## src/rtl/naf_queue.sv

```systemverilog
// Two-entry queue between front and back.
`timescale 1ns / 1ps
module naf_queue #(
  parameter int unsigned W = 8
) (
  input  logic         clk,
  input  logic         rst,
  input  logic         push,
  input  logic [W-1:0] din,
  output logic         not_full,
  input  logic         pop,
  output logic         not_empty,
  output logic [W-1:0] dout
);
  logic [W-1:0] mem [2];
  logic         wptr;
  logic         rptr;
  logic [1:0]   count;

  assign not_full = (count != 2'd2);
  assign not_empty = (count != 2'd0);
  assign dout = mem[rptr];

  always_ff @(posedge clk) begin
    if (rst) begin
      wptr <= 1'b0;
      rptr <= 1'b0;
      count <= 2'd0;
    end else begin
      if (push) wptr <= ~wptr;
      if (pop) rptr <= ~rptr;
      count <= count + {1'b0, push} - {1'b0, pop};
    end
  end

  always_ff @(posedge clk) begin
    if (push) mem[wptr] <= din;
  end
endmodule

```

## config.mk

```make
export PLATFORM = sky130hd
export DESIGN_NAME = naf_queue
export DESIGN_NICKNAME = d
export VERILOG_FILES = /design/src/rtl/naf_queue.sv
export SDC_FILE = /design/constraint.sdc
export NUM_CORES = 1
export LEC_CHECK = 0
export BUFFER_PORTS_ARGS = -buffer_cell sky130_fd_sc_hd__buf_2
export CORE_AREA = 3 3 42 51
export CTS_CLUSTER_DIAMETER = 100
export DETAILED_ROUTE_END_ITERATION = 6
export DIE_AREA = 0 0 45 54
export PLACE_DENSITY = 0.71
export SLEW_MARGIN = 20
export SYNTH_ARGS = -nofsm -noshare
export SYNTH_HDL_FRONTEND = slang
export SYNTH_SLANG_ARGS = --single-unit
```

## constraint.sdc

```tcl
create_clock -name clk -period 1.59 [get_ports clk]
set_clock_uncertainty 0.15 [all_clocks]
set_input_delay 0.318 -clock clk [delete_from_list [all_inputs] [get_ports clk]]
set_output_delay 0.318 -clock clk [all_outputs]
set_load 0.1 [all_outputs]
```

==> impl_metrics.csv <==
group,metric,value,unit
timing,tns,-0.974,ns
synthesis,synth_edf_count,16,
cts,cts_tree,"done",
synthesis,ys_top_cells_by_count,"edfxtp_1 (16), mux2_2 (8), dfxtp_1 (5)",
grt,grt.total_usage,11.0,%
placed_design,place.gp.congestion,0.624,
power,pwr-share-seq,44.2,%
power,internal-power,983,uW
power,ir_drop,0.728,mV
power,power,1520,uW
timing,rsz0062_at_grt,"yes",
timing,relSlewSlack,74.0,%
grt,grt_pass1_wl,1.84,mm
grt,grt_pass1_vias,451,
cts,clockBufferDepth,2,
synthesis,synth_top_area_share,60.7,%
timing,finalHoldViolations,0,
grt,overflow,0,
cts,cts_made_buffers,3,
job,drv_cap,0,
power,swShare,35.1,%
synthesis,yosysTopAreaCell,"edfxtp_1",
floorplanning,die_width,45,um
power,power_density,1330,mW/mm2
layout,area_growth,44.4,%
synthesis,synth_nets,60,
synthesis,avgSynthCellArea,17.2,um2
timing,timing.fmax,583,MHz
power,power_frac_comb,40.3,%
power,power_switching,533,uW
timing,finalSetupViolations,8,
floorplanning,coreArea,0.00168,mm2
floorplanning,ioPinCount,22,
detailed_routing,antenna_left,0,
synthesis,synth.area.top_cells,"edfxtp_1 (61%), dfxtp_1 (13%), mux2_2 (11%), ha_1 (3.2%), xnor3_1 (2.8%)",
timing,worstMarginPinSlew,0.390,ns
power,clockPowerShare,15.4,%
worst_setup_path,cp_max_fo,8,
placed_design,hpwl,916,um
worst_setup_path,crit_arrival,1.25,ns
grt,antenna_found_initial,0,
cts,cts_sinks,21,
worst_setup_path,end_kind,"output pin",
floorplanning,die-area,0.00243,mm2
synthesis,synth_cells,46,
timing,drv_slew,0,
detailed_routing,drt_iter0_drc,9,
detailed_routing,postRouteWirelength,1.27,mm
synthesis,yosys_warnings,0,
cts,cts-root-buf,"clkbuf_4",
timing,min_period_over_period,108,%
worst_setup_path,crit_type,"reg2out",
cts,clkLatencyLatePin,0.28,ns
hold_path,hold_path.class,"in2reg",
detailed_routing,dr.pass1.iters,4,
detailed_routing,detail_route.wl_per_cell,14.1,um
detailed_routing,drcViolationCount,0,
layout,multi_input_area,231,um2
synthesis,synth_cell_type_count,13,
grt,grt_max_degree,12,
cts,ctsHoldBuffers,0,
layout,regArea,586,um2
detailed_routing,vias,448,
timing,fin_ws,-0.125,ns
power,p_leak,0.000476,uW
synthesis,async_flop_share,0,%
worst_setup_path,startpoint_type,"flop",
timing,period_needed,1.71,ns
floorplanning,die_y,54,um
cts,htree_levels,1,
run_status,violations,"setup timing",
floorplanning,start_util,47.1,%
synthesis,synth-seq-cells,21,
floorplanning,num_rows,16,
placed_design,numPortBuffers,21,
layout,antenna_cells,0,
synthesis,netlist_area,792,um2
worst_setup_path,required,1.12,ns
placed_design,dpl_worst_slack,0.00702,ns
synthesis,ys.flop_type,"edfxtp_1",
synthesis,ys_seq_area_share,73.3,%
detailed_routing,routed_via_density,4.98,
layout,layout-drive-gt1-share,51.4,%
synthesis,yosys.cell_count.top_type,"edfxtp_1",
cts,path_clk_slew,0.11,ns
layout,finalNetCount,87,
layout,n_fill_cell,127,
run_status,status,"complete, but fails checks",
==> layer usage <==
layer	vias to the layer above	GRT usage [%]	wire length [um]
met3	2	2.01	66
met1	219	11.7	469
met2	12	20.3	722
li1	215	-	-
met4	0	5.85	10
met5	-	0	0
==> cells in the final DEF, fill, tap and decap left out <==
cell / instances
clkbuf_4: 3
inv_1: 2
or2_4: 1
xnor3_1: 1
edfxtp_1: 16
ha_1: 2
mux2_4: 8
nor2_1: 4
nor2b_1: 2
dfxtp_2: 1
buf_4: 2
and2_1: 1
xnor2_1: 2
clkbuf_1: 1
dfxtp_1: 3
nand2_1: 1
buf_12: 10
dfxtp_4: 1
buf_2: 11
==> state kept, by name, indices dropped and copies added (netlist names), named ones only <==
signal / cells
wptr: 1
count: 2
mem: 16
rptr: 1
==> power groups by stage <==
stage | logic (uW) | clock network (uW) | registers [uW]
after global routing | 635 | 265 | 674
final | 611 | 234 | 671
after global placement | 542 | 0 | 671
after CTS | 575 | 240 | 668
after detailed placement | 548 | 0 | 675
after floorplan | 382 | 0 | 662
==> repair_timing <==
item	CTS	global route
setup endpoints to repair	9	9
setup buffers	0	1
gates resized for setup	12	4
==> path summary, 6_finish.rpt <==
check / startpoint / to / slack, ns / cells after the start
worst max-delay path: flop / dout[5] / -0.12 / 2
worst min register to register: rptr$_SDFFE_PP0P_ / rptr$_SDFFE_PP0P_ / 0.40 / 2
worst min-delay path: din[4] / mem[0][4]$_DFFE_PP_ / 0.07 / 1
worst max register to register: count[0]$_SDFF_PP0_ / count[1]$_SDFF_PP0_ / 0.20 / 6
==> per-stage QoR <==
step / hold WS, ns / utilization [%] / instances / area [um2]
floorplan: 0.240 / - / 46 / 792
finish: 0.0660 / 68.0 / 90 / 1140
global route: 0.0536 / 68.0 / 90 / 1140
CTS: 0.0627 / 66.8 / 89 / 1120
global placement: 0.344 / 62.9 / 85 / 1060
detailed placement: 0.357 / 62.9 / 85 / 1060
==> logic make-up (layout without fill, tap and decap cells) <==
group,Yosys count,count (layout),share of synthesized area [%]
muxes,8,8,11.4
DFF,21,21,73.3
buffers and inverters,3,29,1.58
and+or+nand+nor,9,9,5.53
adders and majority gates,2,2,3.16
xor gates and xnor gates,3,3,5.06
==> layout make-up <==
type                       count  area share, %
sequential                    21           51.2
timing repair buffer          23           23.6
multi-input combinational     22           20.2
clock buffer                   4           2.30
tap                           18           1.97
inverter                       2          0.656
==> critical path, stage by stage (launching register included) <==
cell	delay (ns)
dfxtp_4	0.46
mux2_4	0.33
buf_12	0.17
(Power assumes the default switching activity.)
