===== src/rtl/naf_pkg.sv =====
// Package for the nondeterministic address filter: sizes, event codes, state types.
`timescale 1ns / 1ps
package naf_pkg;
  localparam int unsigned SPAN_DEF = 4096;
  localparam int unsigned ADDR_W = 64;
  localparam int unsigned FUNC_W = 3;
  localparam int unsigned CNT_W = 16;
  localparam int unsigned TOTAL_W = 13;
  localparam int unsigned PADDR_W = 4;

  localparam logic [FUNC_W-1:0] F_START_DET = 3'd0;
  localparam logic [FUNC_W-1:0] F_START_RUN = 3'd1;
  localparam logic [FUNC_W-1:0] F_RECORD    = 3'd2;
  localparam logic [FUNC_W-1:0] F_END_RUN   = 3'd3;
  localparam logic [FUNC_W-1:0] F_END_DET   = 3'd4;
  localparam logic [FUNC_W-1:0] F_QUERY     = 3'd5;

  localparam logic [PADDR_W-1:0] REG_RANGE_BASE = 4'h0;

  typedef enum logic [1:0] {
    S_INIT,
    S_IDLE,
    S_SWEEP,
    S_QRD
  } state_t;

  typedef struct packed {
    logic init_busy;
  } back_status_t;
endpackage


===== src/rtl/naf_front.sv =====
// Front end: accept events, check the monitored range and form the offset.
`timescale 1ns / 1ps
module naf_front #(
  parameter int unsigned SPAN = naf_pkg::SPAN_DEF
) (
  input  logic [naf_pkg::ADDR_W-1:0]  base,
  input  logic                        enable,
  input  logic                        req_valid,
  output logic                        req_ready,
  input  logic [naf_pkg::ADDR_W-1:0]  addr,
  input  logic                        q_ready,
  output logic                        push,
  output logic                        ov,
  output logic [$clog2(SPAN)-1:0]     off
);
  localparam int unsigned AW = $clog2(SPAN);
  localparam logic [naf_pkg::ADDR_W-1:0] SPAN_V = naf_pkg::ADDR_W'(SPAN);

  logic [naf_pkg::ADDR_W-1:0] diff;

  assign diff = addr - base;
  assign ov = (addr >= base) && (diff < SPAN_V);
  assign off = diff[AW-1:0];
  assign req_ready = q_ready && enable;
  assign push = req_valid && req_ready;
endmodule


===== config.mk =====
export PLATFORM = sky130hd
export DESIGN_NAME = naf_front
export DESIGN_NICKNAME = d
export VERILOG_FILES = /design/src/rtl/naf_pkg.sv /design/src/rtl/naf_front.sv
export SDC_FILE = /design/constraint.sdc
export NUM_CORES = 1
export LEC_CHECK = 0
export BUFFER_PORTS_ARGS = -buffer_cell sky130_fd_sc_hd__buf_2
export CAP_MARGIN = 20
export CORE_UTILIZATION = 45
export DETAILED_ROUTE_END_ITERATION = 8
export PLACE_DENSITY = 0.71
export REMOVE_ABC_BUFFERS = 1
export SLEW_MARGIN = 20
export SYNTH_ARGS = -nofsm -noshare
export SYNTH_HDL_FRONTEND = slang
export SYNTH_SLANG_ARGS = --single-unit

===== constraint.sdc =====
create_clock -name vclk -period 13.01
set_clock_uncertainty 0.05 [all_clocks]
set_input_delay 2.602 -clock vclk [all_inputs]
set_output_delay 2.602 -clock vclk [all_outputs]
set_load 0.01 [all_outputs]

==> Flow_metrics.wiki, run 1 <==
{| class="wikitable"
! Metric !! Value
|-
| Run status || completed
|-
| Num ports || 146
|-
| Final RePlAce weighted congestion || 0.9712
|-
| Mapped Area || 0.004853 sq mm
|-
| Library cell with the largest summed area after synthesis || sky130_fd_sc_hd__ha_1
|-
| Number of distinct standard cells referenced by the synthesized netlist || 71
|-
| Input/output buffers || 146
|-
| Most frequent cells after synthesis || 100 x sky130_fd_sc_hd__a21oi_1, 93 x sky130_fd_sc_hd__nand2_1, 83 x sky130_fd_sc_hd__inv_1, 75 x sky130_fd_sc_hd__nor2_1, 64 x sky130_fd_sc_hd__ha_1
|-
| Post-Synthesis Cells || 799
|-
| Buffer count from post-CTS setup fixing || 0
|-
| Number of maximum-capacitance constraint violations || 0
|-
| Hold_sp || enable
|-
| Endpoint with the worst hold slack || req_ready
|-
| Hold slack final || 5.456 ns
|-
| Number of gates given a new drive strength after cts || 0
|-
| Antenna-violating nets left || 0
|-
| Area share of the leading cell type in the synthesized netlist || 0.1650
|-
| Most used standard cell by instance count after synthesis || sky130_fd_sc_hd__a21oi_1
|-
| Unrepaired setup endpoints after global routing || no
|-
| Wire length reported by the detailed router || 17200 um
|-
| Die span in x || 105.9 um
|-
| Total number of vias || 6376
|-
| Synth warn || 0
|-
| Die Ht || 105.9 um
|-
| Die area || 0.01120 sq mm
|-
| Critical path arrival || 6.57 ns
|-
| Initial Util || 0.4680
|-
| Diode insertion count for antenna repair || 0
|-
| Relative slew margins || 0.3890
|-
| Placed wire-length estimate after detailed placement || 14740 um
|-
| Static leakage || 2.683 nW
|-
| Setup Total Neg Slack || 0 ns
|-
| Total routing resource utilization after global routing || 0.2956
|-
| Mean cell area of the mapped netlist || 6.074 sq um
|-
| Layout Area Growth over Synthesis || 14.82%
|-
| First-iteration detailed-routing DRC count || 535
|-
| Total congestion overflow || 0
|-
| End-of-flow core utilization || 0.5374
|-
| CP max FO || 8
|-
| Antenna violations before repair || 0
|-
| Wire length of the first global-routing pass || 27340 um
|-
| Count of cells along the worst hold path || 3
|-
| Routed length per instance || 16.44 um
|-
| CP startpoint kind || primary input
|-
| Largest net degree at the start of global routing || 13
|-
| Number of setup violations in the final report || 0
|-
| Total power divided by cell area || 52.22 mW/mm^2
|-
| Core area || 0.01037 sq mm
|-
| F_max || 0.1085 GHz
|-
| Final worst path period share || 0.7086
|-
| Via count of the first global-routing pass || 5513
|-
| Cell row count || 37
|-
| Final Max Tran Viols || 0
|-
| First-pass DRT Iterations || 5
|-
| Highest ir drop seen on vdd || 0.02780 mV
|-
| Required arrival time at the worst endpoint || 10.36 ns
|-
| Fraction of final layout cells sized beyond drive strength 1 || 0.1747
|-
| Total of hold buffers inserted after clock tree synthesis || 0
|-
| Layout sequential cell count || 0
|-
| Final hold violations || 0
|-
| Final-layout clock buffer total || 0
|-
| Time the final worst path needs with I/O delays and setup || 9.219 ns
|-
| Hold/Removal Path Class || in2out
|-
| Endpoint class of the critical path || primary output
|-
| Pin slew with the least headroom to its limit || 0.9069 ns
|-
| Final #Nets || 1108
|-
| DRC viols || 0
|-
| Worst setup path class || in2out
|-
| Share of the yosys chip area belonging to registers || 0
|-
| Post-DR vias/cell || 6.096
|-
| Sequential cell area in the final layout || 0 sq um
|-
| Cell types occupying the most area after synthesis || sky130_fd_sc_hd__ha_1 16%, sky130_fd_sc_hd__a21oi_1 10%, sky130_fd_sc_hd__nand2_1 7.2%
|}
worst max path at each step:
stage | slack, ns | startpoint | end | cells past startpoint
global route | 3.70 | base[16] | ov | 15
detailed placement | 3.94 | base[18] | ov | 15
floorplan | 4.72 | base[20] | ov | 13
finish | 3.79 | base[16] | ov | 15
global placement | 3.91 | base[18] | ov | 15
CTS | 3.94 | base[16] | ov | 15
through the flow:
step | power, mW | area (sq um) | std cells | setup slack (ns)
2_1_floorplan | 0.1956 | 4672 | 764 | 4.715
3_3_place_gp | 0.2858 | 5573 | 1046 | 3.906
3_5_place_dp | 0.2818 | 5573 | 1046 | 3.945
4_1_cts | 0.2838 | 5573 | 1046 | 3.939
5_1_grt | 0.3168 | 5573 | 1046 | 3.702
6_report | 0.2910 | 5573 | 1046 | 3.791
logic make-up after synthesis:
| kind of cell | synth area share |
|---|---|
| buffers and inverters | 0.1016 |
| xor gates and xnor gates | 0.06316 |
| and+or+nand+nor | 0.2916 |
| AOI/OAI and AO/OA | 0.3638 |
| adders and majority gates | 0.1691 |
| muxes | 0.01083 |
critical path, cell delays in order:
cell and delay [ns]:
sky130_fd_sc_hd__buf_2 0.07, sky130_fd_sc_hd__inv_1 0.03, sky130_fd_sc_hd__ha_1 0.43, sky130_fd_sc_hd__nand4_1 0.22, sky130_fd_sc_hd__nor3_1 0.21, sky130_fd_sc_hd__o21ai_1 0.20
sky130_fd_sc_hd__a41oi_1 0.50, sky130_fd_sc_hd__a21oi_1 0.20, sky130_fd_sc_hd__o21bai_1 0.24, sky130_fd_sc_hd__mux2_2 0.37, sky130_fd_sc_hd__nor4_2 0.29, sky130_fd_sc_hd__nand4_1 0.13
sky130_fd_sc_hd__or4_1 0.53, sky130_fd_sc_hd__nor4_2 0.34, sky130_fd_sc_hd__buf_2 0.19
power by group:
part	total (mW)	switching [mW]	leakage [nW]	internal (mW)
logic	0.291	0.181	2.68	0.110
registers	0	0	0	0
clock network	0	0	0	0
total	0.291	0.181	2.68	0.110
layout by cell type (no fill, tap or decap), types with 4 or more instances in the layout:
master	instances
sky130_fd_sc_hd__buf_2	146
sky130_fd_sc_hd__a21oi_1	100
sky130_fd_sc_hd__nand2_1	93
sky130_fd_sc_hd__inv_1	83
sky130_fd_sc_hd__nor2_1	75
sky130_fd_sc_hd__ha_1	64
sky130_fd_sc_hd__o21ai_0	59
sky130_fd_sc_hd__nand4_1	34
sky130_fd_sc_hd__xnor2_1	25
sky130_fd_sc_hd__nor3_1	20
sky130_fd_sc_hd__nand3_1	18
sky130_fd_sc_hd__a21o_1	15
sky130_fd_sc_hd__o211ai_1	12
sky130_fd_sc_hd__o21bai_1	11
sky130_fd_sc_hd__o21a_1	11
sky130_fd_sc_hd__xor2_1	10
sky130_fd_sc_hd__a211oi_1	9
sky130_fd_sc_hd__a31oi_1	7
sky130_fd_sc_hd__nor4_1	7
sky130_fd_sc_hd__nand2b_1	6
sky130_fd_sc_hd__and3_1	6
sky130_fd_sc_hd__o21ai_1	6
sky130_fd_sc_hd__o31ai_1	6
sky130_fd_sc_hd__a221oi_1	6
sky130_fd_sc_hd__a21boi_0	5
sky130_fd_sc_hd__or3_1	5
sky130_fd_sc_hd__o2111ai_1	5
sky130_fd_sc_hd__a2111oi_0	4
sky130_fd_sc_hd__o22ai_1	4
layer usage:
metal,vias to the layer above,global-route usage,wire length [um]
met3,34,0.03030,1429
met1,2870,0.4306,8042
met5,-,0,0
met4,0,0.06845,451
met2,323,0.4617,7272
li1,3149,-,-
cell type report:
class	count	area (sq um)
fill	1130	4797
tap	136	170.2
multi-input combinational	681	4360
timing repair buffer	146	730.7
inverter	83	311.5
Power figures use the tool's default switching activity.
==> run 2: changes to the inputs <==
clock period = 8.78 ns   (was 13.01 ns; I/O delays follow)
==> run 2 against run 1 <==
First-iteration DRC count down 16%. Sequential share of layout area unchanged. Core utilization up 0.072 points.
==> Flow_metrics.wiki, run 2 (synthesized netlist as in run 1, its figures left out) <==
{| class="wikitable"
! Metric !! Value
|-
| Input/output buffers || 146
|-
| Core area || 0.01037 sq mm
|-
| Endpoint class of the critical path || primary output
|-
| Placed wire-length estimate after detailed placement || 14900 um
|-
| Power share of the combinational group || 1.000
|-
| Relative slew margins || 0.3996
|-
| Largest net degree at the start of global routing || 13
|-
| Power share of the sequential group || 0
|-
| Total congestion overflow || 0
|-
| Pint || 0.1638 mW
|-
| Routed length per instance || 16.50 um
|-
| DRC viols || 0
|-
| Pin slew with the least headroom to its limit || 0.8912 ns
|-
| Final Max Tran Viols || 0
|-
| Commonest cells after routing, fill and taps aside || 146 x sky130_fd_sc_hd__buf_2, 100 x sky130_fd_sc_hd__a21oi_1, 93 x sky130_fd_sc_hd__nand2_1
|-
| Layout sequential cell count || 0
|-
| Hold/Removal Path Class || in2out
|-
| Filler cells || 1159
|-
| Final-layout clock buffer total || 0
|-
| Required arrival time at the worst endpoint || 6.97 ns
|-
| Final RePlAce weighted congestion || 0.9899
|-
| Total routing resource utilization after global routing || 0.2994
|-
| Number of setup violations in the final report || 0
|-
| Switching Share || 0.6210
|-
| Wire length reported by the detailed router || 17280 um
|-
| Diode insertion count for antenna repair || 0
|-
| Buffer count from post-CTS setup fixing || 0
|-
| Most common library cell in the layout ignoring fill and taps || sky130_fd_sc_hd__buf_2
|-
| CP max FO || 8
|-
| Total of hold buffers inserted after clock tree synthesis || 0
|-
| Num ports || 146
|-
| First-iteration detailed-routing DRC count || 450
|-
| Power share of the clock group || 0
|-
| Time the final worst path needs with I/O delays and setup || 7.399 ns
|-
| First-pass DRT Iterations || 5
|-
| Run status || completed
|-
| Antenna violations before repair || 0
|-
| Wire length of the first global-routing pass || 27630 um
|-
| Final hold violations || 0
|-
| Final worst path period share || 0.8427
|-
| Via count of the first global-routing pass || 5645
|-
| Cell row count || 37
|-
| Worst setup path class || in2out
|-
| Post-DR vias/cell || 6.058
|-
| F_max || 0.1351 GHz
|-
| Highest ir drop seen on vdd || 0.04701 mV
|-
| Hold slack final || 3.764 ns
|-
| Switching power of the nets || 0.2684 mW
|-
| Static leakage || 2.688 nW
|-
| Critical path arrival || 5.59 ns
|-
| Fraction of final layout cells sized beyond drive strength 1 || 0.1756
|-
| Total power divided by cell area || 77.46 mW/mm^2
|-
| Final #Nets || 1109
|-
| Number of gates given a new drive strength after cts || 0
|-
| Initial Util || 0.4680
|-
| Number of maximum-capacitance constraint violations || 0
|-
| Die Ht || 105.9 um
|-
| Sequential cell area in the final layout || 0 sq um
|-
| Die span in x || 105.9 um
|-
| Setup Total Neg Slack || 0 ns
|-
| Layout Area Growth over Synthesis || 14.98%
|-
| Antenna-violating nets left || 0
|-
| Total number of vias || 6343
|-
| Unrepaired setup endpoints after global routing || no
|-
| CP startpoint kind || primary input
|-
| Die area || 0.01120 sq mm
|}
-- run 2: cell types whose count changed in the layout (fill, tap and decap cells not counted) --
cell                    before  now
sky130_fd_sc_hd__buf_4       0    1
-- run 2: final timing paths --
kind  startpoint         to  cells past startpoint
min       enable  req_ready                      3
max     base[20]         ov                     14
-- run 2: metal layers --
layer / track usage / up-vias / share of wire
met1: 0.4376 / 2862 / 0.47
met5: 0 / - / 0
met4: 0.05853 / 0 / 0.020
met2: 0.4757 / 297 / 0.43
li1: - / 3156 / -
met3: 0.02412 / 28 / 0.083
-- run 2: critical path, cell delays in order --
cell and delay [ns]:
sky130_fd_sc_hd__buf_2 0.08, sky130_fd_sc_hd__inv_1 0.03, sky130_fd_sc_hd__ha_1 0.41, sky130_fd_sc_hd__a21oi_1 0.28
sky130_fd_sc_hd__o21ai_0 0.19, sky130_fd_sc_hd__a21boi_0 0.58, sky130_fd_sc_hd__nand4_1 0.28, sky130_fd_sc_hd__a21boi_0 0.40
sky130_fd_sc_hd__o21ai_1 0.23, sky130_fd_sc_hd__a21oi_1 0.22, sky130_fd_sc_hd__xnor2_1 0.11, sky130_fd_sc_hd__or4_1 0.55
sky130_fd_sc_hd__nor4_2 0.30, sky130_fd_sc_hd__buf_2 0.17
-- run 2: cell type report --
cell class / instances / area, sq um / share of cell area
multi-input combinational: 681 / 4360 / 0.7814
timing repair buffer: 147 / 738.2 / 0.1323
inverter: 83 / 311.5 / 0.05583
tap: 136 / 170.2 / 0.03049
-- run 2: through the flow --
step	worst slack, ns	area, sq um	std cells	util	power [mW]
2_1_floorplan	2.177	4672	764	-	0.2898
3_3_place_gp	1.464	5580	1047	0.5381	0.4241
3_5_place_dp	1.493	5580	1047	0.5381	0.4190
4_1_cts	1.468	5580	1047	0.5381	0.4217
5_1_grt	1.178	5580	1047	0.5381	0.4726
6_report	1.381	5580	1047	0.5381	0.4322
-- run 2: power by group through the flow --
stage               registers [mW]  clock network, mW  logic [mW]
CTS                              0                  0       0.422
global placement                 0                  0       0.424
detailed placement               0                  0       0.419
floorplan                        0                  0       0.290
global route                     0                  0       0.473
finish                           0                  0       0.432
==> run 3: changes to the inputs <==
ABC_AREA = 1   (was default)
PLACE_DENSITY = 0.69   (was 0.71)
clock period = 7.7 ns   (was 8.78 ns; I/O delays follow)
==> run 3 against run 2 <==
Sequential share of layout area is the same. Die area grew 25%. Total power grew 21%. Largest cell class unchanged. Via count grew 26%. Combinational power grew 21%. Core utilization shrank 0.63 points. Clock-buffer cell count is the same. First-iteration DRC count grew 50%. Synthesized area grew 25%. Non-clock buffer count shrank 1. Routed wire length grew 21%. Flip-flop and latch count is the same.
==> Flow_metrics.wiki, run 3 <==
{| class="wikitable"
! Metric !! Value
|-
| Static leakage || 4.670 nW
|-
| Final #Nets || 1647
|-
| Highest ir drop seen on vdd || 0.03353 mV
|-
| Count of cells along the worst hold path || 4
|-
| Synth warn || 0
|-
| Most common library cell in the layout ignoring fill and taps || sky130_fd_sc_hd__nand2_1
|-
| Core area || 0.01324 sq mm
|-
| Setup Total Neg Slack || 0 ns
|-
| Pin slew with the least headroom to its limit || 0.5536 ns
|-
| CP max FO || 4
|-
| Final RePlAce weighted congestion || 1.001
|-
| Via count of the first global-routing pass || 7022
|-
| Total power divided by cell area || 74.43 mW/mm^2
|-
| Die area || 0.01400 sq mm
|-
| Endpoint with the worst hold slack || req_ready
|-
| Die span in x || 118.3 um
|-
| Input/output buffers || 146
|-
| Wire length reported by the detailed router || 20990 um
|-
| Commonest cells after routing, fill and taps aside || 497 x sky130_fd_sc_hd__nand2_1, 328 x sky130_fd_sc_hd__inv_1, 146 x sky130_fd_sc_hd__buf_2
|-
| Layout sequential cell count || 0
|-
| Placed wire-length estimate after detailed placement || 19000 um
|-
| Mean cell area of the mapped netlist || 4.672 sq um
|-
| Final non-filler cell total || 1627
|-
| First-pass DRT Iterations || 5
|-
| Cell types occupying the most area after synthesis || sky130_fd_sc_hd__nand2_1 31%, sky130_fd_sc_hd__inv_1 20%, sky130_fd_sc_hd__ha_1 13%
|-
| Critical path cell sequence || buf_2 -> inv_1 -> ha_1 -> a21oi_1 -> inv_1 -> a21oi_1 -> o21ai_0 -> nor2_1 -> nand3_1 -> nand2_1 -> nand2_1 -> nor2_1 -> nand2_1 -> nor2_1 -> nand3_1 -> nor2_1 -> buf_2
|-
| Most frequent cells after synthesis || 497 x sky130_fd_sc_hd__nand2_1, 328 x sky130_fd_sc_hd__inv_1, 130 x sky130_fd_sc_hd__nor2_1, 69 x sky130_fd_sc_hd__nand3_1, 67 x sky130_fd_sc_hd__a21oi_1
|-
| Final hold violations || 0
|-
| Total of hold buffers inserted after clock tree synthesis || 0
|-
| Final Max Tran Viols || 0
|-
| Total congestion overflow || 0
|-
| Unrepaired setup endpoints after global routing || no
|-
| Hold/Removal Path Class || in2out
|-
| Layout Area Growth over Synthesis || 15.70%
|-
| Library cell contributing the largest single delay on the critical path || sky130_fd_sc_hd__ha_1
|-
| Library cell with the largest summed area after synthesis || sky130_fd_sc_hd__nand2_1
|-
| Post-Synthesis Cells || 1303
|-
| Num ports || 146
|-
| Stage delay of the slowest cell on the critical path || 0.37 ns
|-
| First-iteration detailed-routing DRC count || 673
|-
| Setup Slack @ Placement || 2.048 ns
|-
| Total routing resource utilization after global routing || 0.2929
|-
| Number of distinct standard cells referenced by the synthesized netlist || 28
|-
| Buffer count from post-CTS setup fixing || 0
|-
| Crit path launch || base[48]
|-
| Most frequent cell on the critical path || sky130_fd_sc_hd__nor2_1
|-
| Critical path arrival || 4.13 ns
|-
| Fraction of final layout cells sized beyond drive strength 1 || 0.1429
|-
| Final-layout clock buffer total || 0
|-
| Final worst path period share || 0.7428
|-
| Area share of the leading cell type in the synthesized netlist || 0.3065
|-
| F_max || 0.1748 GHz
|-
| Routed length per instance || 12.90 um
|-
| Post-DR vias/cell || 4.907
|-
| Largest net degree at the start of global routing || 8
|-
| Most used standard cell by instance count after synthesis || sky130_fd_sc_hd__nand2_1
|-
| Share of the yosys chip area belonging to registers || 0
|-
| Hold_sp || enable
|-
| CP startpoint kind || primary input
|-
| Sequential cell area in the final layout || 0 sq um
|-
| Time the final worst path needs with I/O delays and setup || 5.719 ns
|-
| Antenna-violating nets left || 0
|-
| Instance count after placement with tap cells included || 1625
|-
| Run status || completed
|-
| Number of maximum-capacitance constraint violations || 0
|-
| Worst setup path class || in2out
|-
| Required arrival time at the worst endpoint || 6.11 ns
|-
| End-of-flow core utilization || 0.5318
|-
| Initial Util || 0.4597
|-
| Relative slew margins || 0.6270
|-
| DRC viols || 0
|-
| Endpoint class of the critical path || primary output
|-
| Antenna violations before repair || 2
|-
| Wire length of the first global-routing pass || 33330 um
|-
| Total number of vias || 7983
|-
| Number of setup violations in the final report || 0
|-
| Least setup slack across all paths after layout || 1.981 ns
|-
| Mapped Area || 0.006087 sq mm
|-
| Die Ht || 118.3 um
|-
| Cell row count || 42
|-
| Number of gates given a new drive strength after cts || 0
|}
-- run 3: how the worst max path moves through the flow --
stage / endpoint / slack (ns) / cells past startpoint
after detailed placement: ov / 2.05 / 19
after CTS: ov / 2.04 / 19
after global routing: ov / 1.79 / 20
after floorplan: ov / 2.73 / 20
final: ov / 1.98 / 17
after global placement: ov / 2.01 / 21
-- run 3: logic make-up (layout without fill, tap and decap cells) --
logic type,count (synthesis),count (layout),share of synthesized area
other cells,0,2,0
fa+ha+maj,65,65,0.1348
buf+inv,334,480,0.2060
xor+xnor,15,15,0.02158
simple gates,783,783,0.5439
compound gates,106,106,0.09373
-- run 3: area by class of cell --
| cell class | instances | area, sq um |
|---|---|---|
| Multi-Input combinational cell | 969 | 4833 |
| Timing Repair Buffer | 146 | 730.7 |
| Fill cell | 1511 | 6200 |
| Antenna cell | 2 | 5.005 |
| Inverter | 334 | 1254 |
| Tap cell | 176 | 220.2 |
-- run 3: worst max-delay path: cells and delay by family --
family | cells | cell delay [ns]
simple gates | 9 | 1.21
compound gates | 3 | 0.65
fa+ha+maj | 1 | 0.37
buf+inv | 4 | 0.35
-- run 3: report_power, final --
| part | internal (mW) | leakage [nW] | total (mW) | switching, mW |
|---|---|---|---|---|
| sequential | 0 | 0 | 0 | 0 |
| clock | 0.0000000622 | 0.0000141 | 0.0000000623 | 0 |
| combinational | 0.184 | 4.67 | 0.524 | 0.340 |
| total | 0.184 | 4.67 | 0.524 | 0.340 |
-- run 3: stage by stage --
| step | power (mW) | area (sq um) | hold slack, ns |
|---|---|---|---|
| CTS | 0.5153 | 7038 | 3.320 |
| detailed placement | 0.5125 | 7038 | 3.319 |
| finish | 0.5242 | 7043 | 3.317 |
| global route | 0.5848 | 7038 | 3.331 |
| global placement | 0.5125 | 7038 | 3.310 |
| floorplan | 0.3534 | 6087 | 3.117 |
-- run 3: per-layer routing --
| metal | part of all wire | routed length (um) | vias to the layer above | track usage |
|---|---|---|---|---|
| met2 | 0.42 | 8773 | 313 | 0.4695 |
| met1 | 0.49 | 10210 | 3445 | 0.4164 |
| met4 | 0.016 | 337 | 0 | 0.05369 |
| li1 | - | - | 4201 | - |
| met5 | 0 | 0 | - | 0 |
| met3 | 0.079 | 1661 | 24 | 0.03958 |
